### src/dnle_pkg.sv
`default_nettype none
package dnle_pkg;

  localparam int unsigned LABEL_MAX_DEF  = 63;
  localparam int unsigned WORD_BYTES_DEF = 8;

  localparam int unsigned CHAR_W      = 8;
  localparam int unsigned CAP_W       = 16;
  localparam int unsigned WORD_W      = 64;
  localparam int unsigned CNT_W       = 4;
  localparam int unsigned STATUS_W    = 2;
  localparam int unsigned IN_TDATA_W  = 8;
  localparam int unsigned OUT_TDATA_W = 72;

  localparam logic [CAP_W-1:0]  CAP_RESET = 16'd512;
  localparam logic [CHAR_W-1:0] ASCII_DOT = 8'h2E;

  localparam logic [STATUS_W-1:0] STATUS_OK       = 2'd0;
  localparam logic [STATUS_W-1:0] STATUS_LONG     = 2'd1;
  localparam logic [STATUS_W-1:0] STATUS_CAPACITY = 2'd2;

  // one request from the sequencer to the word packer
  typedef struct packed {
    logic                push;
    logic                is_err;
    logic [CHAR_W-1:0]   data;
    logic                last;
    logic                fin;
    logic [STATUS_W-1:0] status;
  } pk_req_t;

endpackage
`default_nettype wire

### src/dnle_packer.sv
`default_nettype none
module dnle_packer
  import dnle_pkg::*;
#(
  parameter int unsigned WORD_BYTES = WORD_BYTES_DEF
) (
  input  wire logic                   clk_i,
  input  wire logic                   rst_ni,
  input  wire pk_req_t                req_i,
  output logic                        ready_o,
  output logic                        m_axis_tvalid,
  input  wire logic                   m_axis_tready,
  output logic [OUT_TDATA_W-1:0]      m_axis_tdata,   // word_data[63:0], bytes_valid[67:64]
  output logic                        m_axis_tlast,   // final_word
  output logic [STATUS_W-1:0]         m_axis_tuser    // status
);

  localparam int unsigned CW = (WORD_BYTES > 1) ? $clog2(WORD_BYTES) : 1;
  localparam int unsigned AW_BITS = WORD_BYTES * CHAR_W;

  logic [AW_BITS-1:0]  acc_q, acc_d, acc_word;
  logic [CW-1:0]       acc_cnt_q, acc_cnt_d;
  logic                out_valid_q, out_valid_d;
  logic [WORD_W-1:0]   out_data_q, out_data_d;
  logic [CNT_W-1:0]    out_cnt_q, out_cnt_d;
  logic                out_last_q, out_last_d;
  logic [STATUS_W-1:0] out_status_q, out_status_d;

  assign ready_o = !out_valid_q || m_axis_tready;

  // insert the new byte at the fill position
  always_comb begin
    acc_word = acc_q;
    for (int i = 0; i < int'(WORD_BYTES); i++) begin
      if (acc_cnt_q == CW'(i)) begin
        acc_word[i*CHAR_W +: CHAR_W] = req_i.data;
      end
    end
  end

  always_comb begin
    acc_d        = acc_q;
    acc_cnt_d    = acc_cnt_q;
    out_valid_d  = out_valid_q;
    out_data_d   = out_data_q;
    out_cnt_d    = out_cnt_q;
    out_last_d   = out_last_q;
    out_status_d = out_status_q;
    if (m_axis_tready) begin
      out_valid_d = 1'b0;
    end
    if (req_i.push && ready_o) begin
      if (req_i.is_err) begin
        out_valid_d  = 1'b1;
        out_data_d   = '0;
        out_cnt_d    = '0;
        out_last_d   = 1'b1;
        out_status_d = req_i.status;
      end else if (acc_cnt_q == CW'(WORD_BYTES - 1) || req_i.last) begin
        out_valid_d  = 1'b1;
        out_data_d   = WORD_W'(acc_word);
        out_cnt_d    = CNT_W'(acc_cnt_q) + CNT_W'(1);
        out_last_d   = req_i.fin;
        out_status_d = STATUS_OK;
        acc_d        = '0;
        acc_cnt_d    = '0;
      end else begin
        acc_d     = acc_word;
        acc_cnt_d = acc_cnt_q + CW'(1);
      end
    end
  end

  always_ff @(posedge clk_i or negedge rst_ni) begin
    if (!rst_ni) begin
      acc_q       <= '0;
      acc_cnt_q   <= '0;
      out_valid_q <= 1'b0;
    end else begin
      acc_q       <= acc_d;
      acc_cnt_q   <= acc_cnt_d;
      out_valid_q <= out_valid_d;
    end
  end

  always_ff @(posedge clk_i) begin
    out_data_q   <= out_data_d;
    out_cnt_q    <= out_cnt_d;
    out_last_q   <= out_last_d;
    out_status_q <= out_status_d;
  end

  assign m_axis_tvalid = out_valid_q;
  assign m_axis_tdata  = {(OUT_TDATA_W - WORD_W - CNT_W)'(0), out_cnt_q, out_data_q};
  assign m_axis_tlast  = out_last_q;
  assign m_axis_tuser  = out_status_q;

endmodule
`default_nettype wire

### src/dns_name_label_encoder_top.sv
// channel  | dir | handshake                    | payload
// s_axis   | in  | s_axis_tvalid/s_axis_tready  | tdata character, tlast name_end
// m_axis   | out | m_axis_tvalid/m_axis_tready  | tdata word_data+bytes_valid, tlast final_word,
//          |     |                              | tuser status
// cfg      | in  | cfg_we_i                     | cfg_wdata_i output_capacity
// A label character is stored and the next item can be taken in the following cycle.
// A dot or end item passes a planning state, then streams its wire bytes (length byte,
// label bytes from the memory read port, root byte), then an error item if one is due.
// Output stalls hold the byte stream; a finished word waits in the output register.
// Reset clears the sequencer, counters and capacity (512); the label memory is not cleared.
`default_nettype none
module dns_name_label_encoder_top
  import dnle_pkg::*;
#(
  parameter int unsigned LABEL_MAX  = LABEL_MAX_DEF,
  parameter int unsigned WORD_BYTES = WORD_BYTES_DEF
) (
  input  wire logic                   clk_i,
  input  wire logic                   rst_ni,
  input  wire logic                   cfg_we_i,
  input  wire logic [CAP_W-1:0]       cfg_wdata_i,
  input  wire logic                   s_axis_tvalid,
  output logic                        s_axis_tready,
  input  wire logic [IN_TDATA_W-1:0]  s_axis_tdata,   // character[7:0]
  input  wire logic                   s_axis_tlast,   // name_end
  output logic                        m_axis_tvalid,
  input  wire logic                   m_axis_tready,
  output logic [OUT_TDATA_W-1:0]      m_axis_tdata,   // word_data[63:0], bytes_valid[67:64]
  output logic                        m_axis_tlast,   // final_word
  output logic [STATUS_W-1:0]         m_axis_tuser    // status
);

  localparam int unsigned LW = $clog2(LABEL_MAX + 1);
  localparam int unsigned AW = (LABEL_MAX > 1) ? $clog2(LABEL_MAX) : 1;
  localparam int unsigned KW = $clog2(LABEL_MAX + 3);

  localparam logic [1:0] ST_IDLE = 2'd0;
  localparam logic [1:0] ST_PLAN = 2'd1;
  localparam logic [1:0] ST_EMIT = 2'd2;
  localparam logic [1:0] ST_ERR  = 2'd3;

  logic [1:0]          state_q, state_d;
  logic [CAP_W-1:0]    cap_q;
  logic [LW-1:0]       len_q, len_d;
  logic [CAP_W-1:0]    bw_q, bw_d;
  logic                failed_q, failed_d;
  logic                end_q, end_d;
  logic                err_q, err_d;
  logic [STATUS_W-1:0] errc_q, errc_d;
  logic [KW-1:0]       nb_q, nb_d;
  logic [KW-1:0]       k_q, k_d;

  logic [CHAR_W-1:0]   mem_q [LABEL_MAX];
  logic [CHAR_W-1:0]   rd_q;
  logic [AW-1:0]       rd_addr;
  logic                mem_we;

  logic                in_acc, is_dot, pk_rdy, last_byte;
  logic [CAP_W:0]      avail_w;
  logic [CAP_W-1:0]    avail, len16;
  logic [KW-1:0]       nb_new;
  logic                err_new;
  pk_req_t             pk_req;

  assign s_axis_tready = (state_q == ST_IDLE);
  assign in_acc        = s_axis_tvalid && s_axis_tready;
  assign is_dot        = (s_axis_tdata[CHAR_W-1:0] == ASCII_DOT);
  assign mem_we        = in_acc && !s_axis_tlast && !failed_q && !is_dot
                         && (len_q < LW'(LABEL_MAX));

  // room left in this name; a capacity lowered below the count leaves none
  assign avail_w = {1'b0, cap_q} - {1'b0, bw_q};
  assign avail   = avail_w[CAP_W] ? '0 : avail_w[CAP_W-1:0];
  assign len16   = CAP_W'(len_q);

  always_comb begin
    nb_new  = '0;
    err_new = 1'b0;
    if (len_q == '0) begin
      if (end_q) begin
        if (avail >= CAP_W'(1)) begin
          nb_new = KW'(1);
        end else begin
          err_new = 1'b1;
        end
      end
    end else if (avail < CAP_W'(1)) begin
      err_new = 1'b1;
    end else if (avail < len16 + CAP_W'(1)) begin
      nb_new  = KW'(1);
      err_new = 1'b1;
    end else begin
      nb_new = KW'(len_q) + KW'(1);
      if (end_q) begin
        if (avail >= len16 + CAP_W'(2)) begin
          nb_new = KW'(len_q) + KW'(2);
        end else begin
          err_new = 1'b1;
        end
      end
    end
  end

  assign last_byte = (k_q == nb_q - KW'(1));

  always_comb begin
    pk_req        = '0;
    pk_req.status = errc_q;
    if (state_q == ST_EMIT) begin
      pk_req.push = 1'b1;
      pk_req.last = last_byte;
      pk_req.fin  = last_byte && end_q && !err_q;
      if (k_q == '0) begin
        pk_req.data = CHAR_W'(len_q);
      end else if (k_q <= KW'(len_q)) begin
        pk_req.data = rd_q;
      end else begin
        pk_req.data = '0;
      end
    end else if (state_q == ST_ERR) begin
      pk_req.push   = 1'b1;
      pk_req.is_err = 1'b1;
    end
  end

  always_comb begin
    state_d  = state_q;
    len_d    = len_q;
    bw_d     = bw_q;
    failed_d = failed_q;
    end_d    = end_q;
    err_d    = err_q;
    errc_d   = errc_q;
    nb_d     = nb_q;
    k_d      = k_q;
    unique case (state_q)
      ST_IDLE: begin
        if (in_acc) begin
          if (s_axis_tlast) begin
            if (failed_q) begin
              len_d    = '0;
              bw_d     = '0;
              failed_d = 1'b0;
            end else begin
              end_d   = 1'b1;
              state_d = ST_PLAN;
            end
          end else if (!failed_q) begin
            if (is_dot) begin
              end_d   = 1'b0;
              state_d = ST_PLAN;
            end else if (mem_we) begin
              len_d = len_q + LW'(1);
            end else begin
              end_d   = 1'b0;
              err_d   = 1'b1;
              errc_d  = STATUS_LONG;
              state_d = ST_ERR;
            end
          end
        end
      end
      ST_PLAN: begin
        nb_d   = nb_new;
        err_d  = err_new;
        errc_d = STATUS_CAPACITY;
        bw_d   = bw_q + CAP_W'(nb_new);
        k_d    = '0;
        if (nb_new != '0) begin
          state_d = ST_EMIT;
        end else if (err_new) begin
          state_d = ST_ERR;
        end else begin
          state_d = ST_IDLE;
          if (end_q) begin
            len_d = '0;
            bw_d  = '0;
          end
        end
      end
      ST_EMIT: begin
        if (pk_rdy) begin
          k_d = k_q + KW'(1);
          if (last_byte) begin
            if (err_q) begin
              state_d = ST_ERR;
            end else begin
              state_d = ST_IDLE;
              len_d   = '0;
              if (end_q) begin
                bw_d = '0;
              end
            end
          end
        end
      end
      ST_ERR: begin
        if (pk_rdy) begin
          state_d = ST_IDLE;
          err_d   = 1'b0;
          if (end_q) begin
            len_d = '0;
            bw_d  = '0;
          end else begin
            failed_d = 1'b1;
          end
        end
      end
      default: state_d = ST_IDLE;
    endcase
  end

  always_ff @(posedge clk_i or negedge rst_ni) begin
    if (!rst_ni) begin
      state_q  <= ST_IDLE;
      cap_q    <= CAP_RESET;
      len_q    <= '0;
      bw_q     <= '0;
      failed_q <= 1'b0;
      end_q    <= 1'b0;
      err_q    <= 1'b0;
      errc_q   <= STATUS_OK;
      nb_q     <= '0;
      k_q      <= '0;
    end else begin
      state_q  <= state_d;
      if (cfg_we_i) begin
        cap_q <= cfg_wdata_i;
      end
      len_q    <= len_d;
      bw_q     <= bw_d;
      failed_q <= failed_d;
      end_q    <= end_d;
      err_q    <= err_d;
      errc_q   <= errc_d;
      nb_q     <= nb_d;
      k_q      <= k_d;
    end
  end

  // label memory: read one ahead of the byte position, hold while stalled
  assign rd_addr = AW'(k_d - KW'(1));

  always_ff @(posedge clk_i) begin
    if (mem_we) begin
      mem_q[len_q[AW-1:0]] <= s_axis_tdata[CHAR_W-1:0];
    end
    rd_q <= mem_q[rd_addr];
  end

  dnle_packer #(
    .WORD_BYTES (WORD_BYTES)
  ) u_packer (
    .clk_i         (clk_i),
    .rst_ni        (rst_ni),
    .req_i         (pk_req),
    .ready_o       (pk_rdy),
    .m_axis_tvalid (m_axis_tvalid),
    .m_axis_tready (m_axis_tready),
    .m_axis_tdata  (m_axis_tdata),
    .m_axis_tlast  (m_axis_tlast),
    .m_axis_tuser  (m_axis_tuser)
  );

  a_emit_in_range: assert property (@(posedge clk_i) disable iff (!rst_ni)
    (state_q == ST_EMIT) |-> (k_q < nb_q))
    else $error("byte position beyond planned count");

  a_fail_from_err: assert property (@(posedge clk_i) disable iff (!rst_ni)
    $rose(failed_q) |-> ($past(state_q) == ST_ERR))
    else $error("name marked failed without an error item");

  a_empty_is_error: assert property (@(posedge clk_i) disable iff (!rst_ni)
    (m_axis_tvalid && (m_axis_tdata[67:64] == 4'd0))
      |-> (m_axis_tlast && (m_axis_tuser != STATUS_OK)))
    else $error("empty word without error status");

endmodule
`default_nettype wire
### config.mk
export PLATFORM = sky130hd
export DESIGN_NAME = dns_name_label_encoder_top
export DESIGN_NICKNAME = d
export VERILOG_FILES = /design/src/dnle_pkg.sv /design/src/dnle_packer.sv /design/src/dns_name_label_encoder_top.sv
export SDC_FILE = /design/constraint.sdc
export NUM_CORES = 1
export LEC_CHECK = 0
export BUFFER_PORTS_ARGS = -buffer_cell sky130_fd_sc_hd__buf_2
export CAP_MARGIN = 40
export CORE_MARGIN = 2
export CORE_UTILIZATION = 43
export CTS_CLUSTER_SIZE = 40
export DETAILED_ROUTE_END_ITERATION = 6
export GPL_TIMING_DRIVEN = 0
export PLACE_DENSITY_LB_ADDON = 0.05
export SYNTH_ARGS = -nofsm -noshare
export SYNTH_HDL_FRONTEND = slang
export SYNTH_HIERARCHICAL = 1
export SYNTH_SLANG_ARGS = --single-unit
### constraint.sdc
create_clock -name clk_i -period 7.85 [get_ports clk_i]
set_input_delay 0.785 -clock clk_i [delete_from_list [all_inputs] [get_ports clk_i]]
set_output_delay 0.785 -clock clk_i [all_outputs]
set_load 0.1 [all_outputs]
==> results by group <==
Run
  • Max cap viols: 0

Drt
  • Drt via density: 5.525
  • Total number of vias: 17869
  • 1st-pass router iterations: 5
  • DR WL/cell: 24.47 um
  • Final WL: 79.13 mm
  • Antenna Nets Post-Route: 0
  • Iteration-0 DRC Markers: 1547
  • DRC: 0

STA
  • Crit share post-route: 91.78%
  • Worst-Margin Slew: 977.3 ps
  • Setup violations, final: 0
  • Crit path time final: 7205 ps
  • Slew Viols, Final: 0
  • RSZ-0062 raised after global routing: false
  • Final hold violation count: 0
  • Final Skew: 22.31 ps
  • Final setup TNS: 0 ps
  • Fmax: 138.8 MHz
  • Slew headroom: 34.62%

GRT
  • Met2 GRT Util: 36.11%
  • Met3 GRT Util: 2.952%
  • Tot GR Track Use: 21.55%
  • Initial antenna violation count: 0
  • GRT Max-Usage Layer: met2
  • Vias in the first global route: 18377
  • Global Route met1 Usage: 29.55%
  • Pin count of the biggest net entering global routing: 82
  • First-pass GRT wire length: 119.5 mm
  • Overflow after GRT: 0

Power
  • Clock share of power: 25.0%
  • Reg power frac: 30.3%
  • PwrDens: 416.7 nW/um^2
  • Gate power share: 44.7%
  • Power Internal: 0.009266 W
  • Leakage: 12.61 nW
  • Switching Share: 38.15%
  • Peak VDD IR: 286.6 uV
  • Switching pwr: 0.005716 W
  • Final Power: 0.01498 W

Logic synthesis
  • Warnings from Yosys: 6
  • Dominant cell type by area after synthesis: edfxtp_1
  • Async S/R FF share, synth: 17.89%
  • Count leader, synth: edfxtp_1
  • EDFF count, synth: 575
  • Area share of the leading cell type in the synthesized netlist: 55.58%
  • Synth Cell Area: 31070 um^2
  • Avg Inst Size Synth: 15.60 um^2
  • Dominant synthesized flop cell: edfxtp_1
  • Top cells by count, synth: edfxtp_1, nand2_1, mux4_2, nor2_1, dfrtp_1
  • Sequential area share after synthesis: 66.33%
  • Synth Register Bits: 710
  • Netlist cell types: 85
  • Synth Instances: 1992
  • Synth area leaders: edfxtp_1, mux4_2, dfrtp_1

Setup path
  • Critical path type: reg2reg
  • CP endpoint kind: flop
  • Cell depth of the worst flop-to-flop path: 27
  • Crit Path Max Fanout: 10
  • Worst R2R Setup Slack: 650 ps
  • Worst R2R Start: bw_q[0]$_DFFE_PN0P_
  • Crit start category: flop
  • Reg-to-reg critical path endpoint: bw_q[13]$_DFFE_PN0P_
  • Worst Path Arrival: 7770 ps
  • Critical Path RT: 8410 ps

Clock network
  • Clock Sinks: 710
  • CTS tree: yes
  • CTS clk-pin slew, worst paths: 60 ps
  • CTS H-tree lvls: 3
  • Hold-fix buffers, CTS: 0
  • Number of buffers created by CTS: 79
  • Setup bufs post-CTS: 0
  • Clk root buf: clkbuf_16
  • Post-CTS Resized: 0
  • Clock buffer depth: 3
  • Worst-skew pair later-pin latency: 630 ps

Finish
  • Fraction of layout cells with a size suffix above 1: 22.77%
  • Layout overhead on the synthesized area: 15.75%
  • Final nets: 2314
  • Final instance area: 35960 um^2
  • Finished Layout Cells: 3234
  • Number of diodes: 0
  • Fillers: 6001

Placement
  • IO Port Bufs: 101
  • Hpwl dp: 53.62 mm
  • Cell Area, Placed: 33330 um^2
  • GPL Wtd Cong: 0.8316
  • Placed Cells: 3088

Worst hold path
  • Hold Path Class: in2async

Run status
  • Run status: finished clean

Die
  • Starting Density: 43.46%
  • # IOs: 107
  • Core Area: 71490 um^2
  • Total die area: 74410 um^2
  • DIE HEIGHT: 272.8 um
  • Width of the die: 272.8 um
  • # rows: 98
## layout make-up
class                           count  area [um^2]  share of cell area, %
Sequential cell                   710        20610                  57.31
Multi-Input combinational cell   1114         9736                  27.07
Clock buffer                       99         2113                  5.877
Tap cell                          950         1189                  3.306
Timing Repair Buffer              143         1054                  2.930
Buffer                            113        530.5                  1.475
Clock inverter                     47        510.5                  1.420
Inverter                           58        220.2                 0.6124
## sequential cells by signal, summed over array words and instances (netlist names)
signal,flops
nb_q,7
u_packer/out_cnt_q,4
u_packer/acc_cnt_q,3
u_packer/m_axis_tuser,2
rd_q,8
state_q,2
errc_q,2
u_packer/acc_q,64
err_q,1
bw_q,16
u_packer/m_axis_tvalid,1
failed_q,1
u_packer/out_data_q,64
len_q,6
u_packer/m_axis_tlast,1
mem_q,504
k_q,7
cap_q,16
end_q,1
## power groups by stage
stage / Sequential [W] / Clock [W] / Combinational [W]
6_report: 0.00454 / 0.00375 / 0.00669
5_1_grt: 0.00457 / 0.00397 / 0.00715
2_1_floorplan: 0.00511 / 0 / 0.00402
3_3_place_gp: 0.00462 / 0 / 0.00648
3_5_place_dp: 0.00461 / 0 / 0.00675
4_1_cts: 0.00454 / 0.00383 / 0.00677
## how the worst max path moves through the flow
stage                                     from              endpoint
final                      bw_q[0]$_DFFE_PN0P_  bw_q[13]$_DFFE_PN0P_
after global routing      cap_q[0]$_DFFE_PN0P_  bw_q[14]$_DFFE_PN0P_
after CTS                 cap_q[0]$_DFFE_PN0P_  bw_q[13]$_DFFE_PN0P_
after detailed placement         m_axis_tready       rd_q[5]$_DFF_P_
after global placement           m_axis_tready       rd_q[3]$_DFF_P_
after floorplan           cap_q[0]$_DFFE_PN0P_  bw_q[12]$_DFFE_PN0P_
## worst max-delay path, cell delays in order (launching register included)
cell      delay, ps
dfrtp_1         420
ha_1            190
inv_1            50
fa_1            410
a21o_1          200
a221oi_2        450
o311a_1         260
o31a_1          230
clkbuf_1        340
nor2_1          150
ha_1            330
a211oi_1        320
nand2b_1        120
o21ai_0         460
a21oi_2         240
a211oi_1        720
ha_1            280
a21o_1           90
a21oi_1          90
o21bai_1        150
a21oi_1         120
o21bai_1        140
a21o_1          230
nand4_1         170
or3_1           380
or3_1           330
a21oi_1         160
a21o_1          110
## through the flow
stage               worst slack, ps  hold WS [ps]  util, %
detailed placement            723.7         466.7    46.63
finish                        645.3         100.7    50.30
global placement              303.8         463.0    45.84
floorplan                      1977         441.9        -
CTS                           711.2         80.03    50.30
global route                  181.6         116.9    50.30
## kinds of logic after synthesis
family / Yosys count / synth area share (%)
XOR/XNOR: 33 / 0.9303
buffers and inverters: 171 / 2.417
AO/OA/AOI/OAI: 319 / 7.443
other: 1 / 0.01207
multiplexers: 209 / 12.98
adder cells (fa/ha/maj): 65 / 2.666
flip-flops: 710 / 66.33
AND/OR/NAND/NOR: 484 / 7.221
## routing by layer
metal / up-vias / share of wire, %
met4: 0 / 2.2
met3: 113 / 4.4
met2: 410 / 49
met1: 9185 / 44
met5: - / 0
li1: 8161 / -
## cells in the final DEF (no fill, tap or decap), drive strengths merged, types with 8 or more instances in the layout
master and n:
dfrtp 126, mux2 31, buf 189, o21ai 49, and3 8, and2 27, xnor2 23, nand2 195
o21a 9, or2 8, nor2b 22, o211ai 15, bufinv 9, mux4 152, a31oi 15, clkinv 28
nor2 127, clkbuf 166, mux2i 26, dfxtp 8, nand4 8, a21o 16, edfxtp 575, a22o 57
inv 62, nand2b 12, a211oi 14, nand3 26, xor2 10, ha 63, o31ai 11, nor3 21
a21oi 83
(Power assumes the default switching activity.)
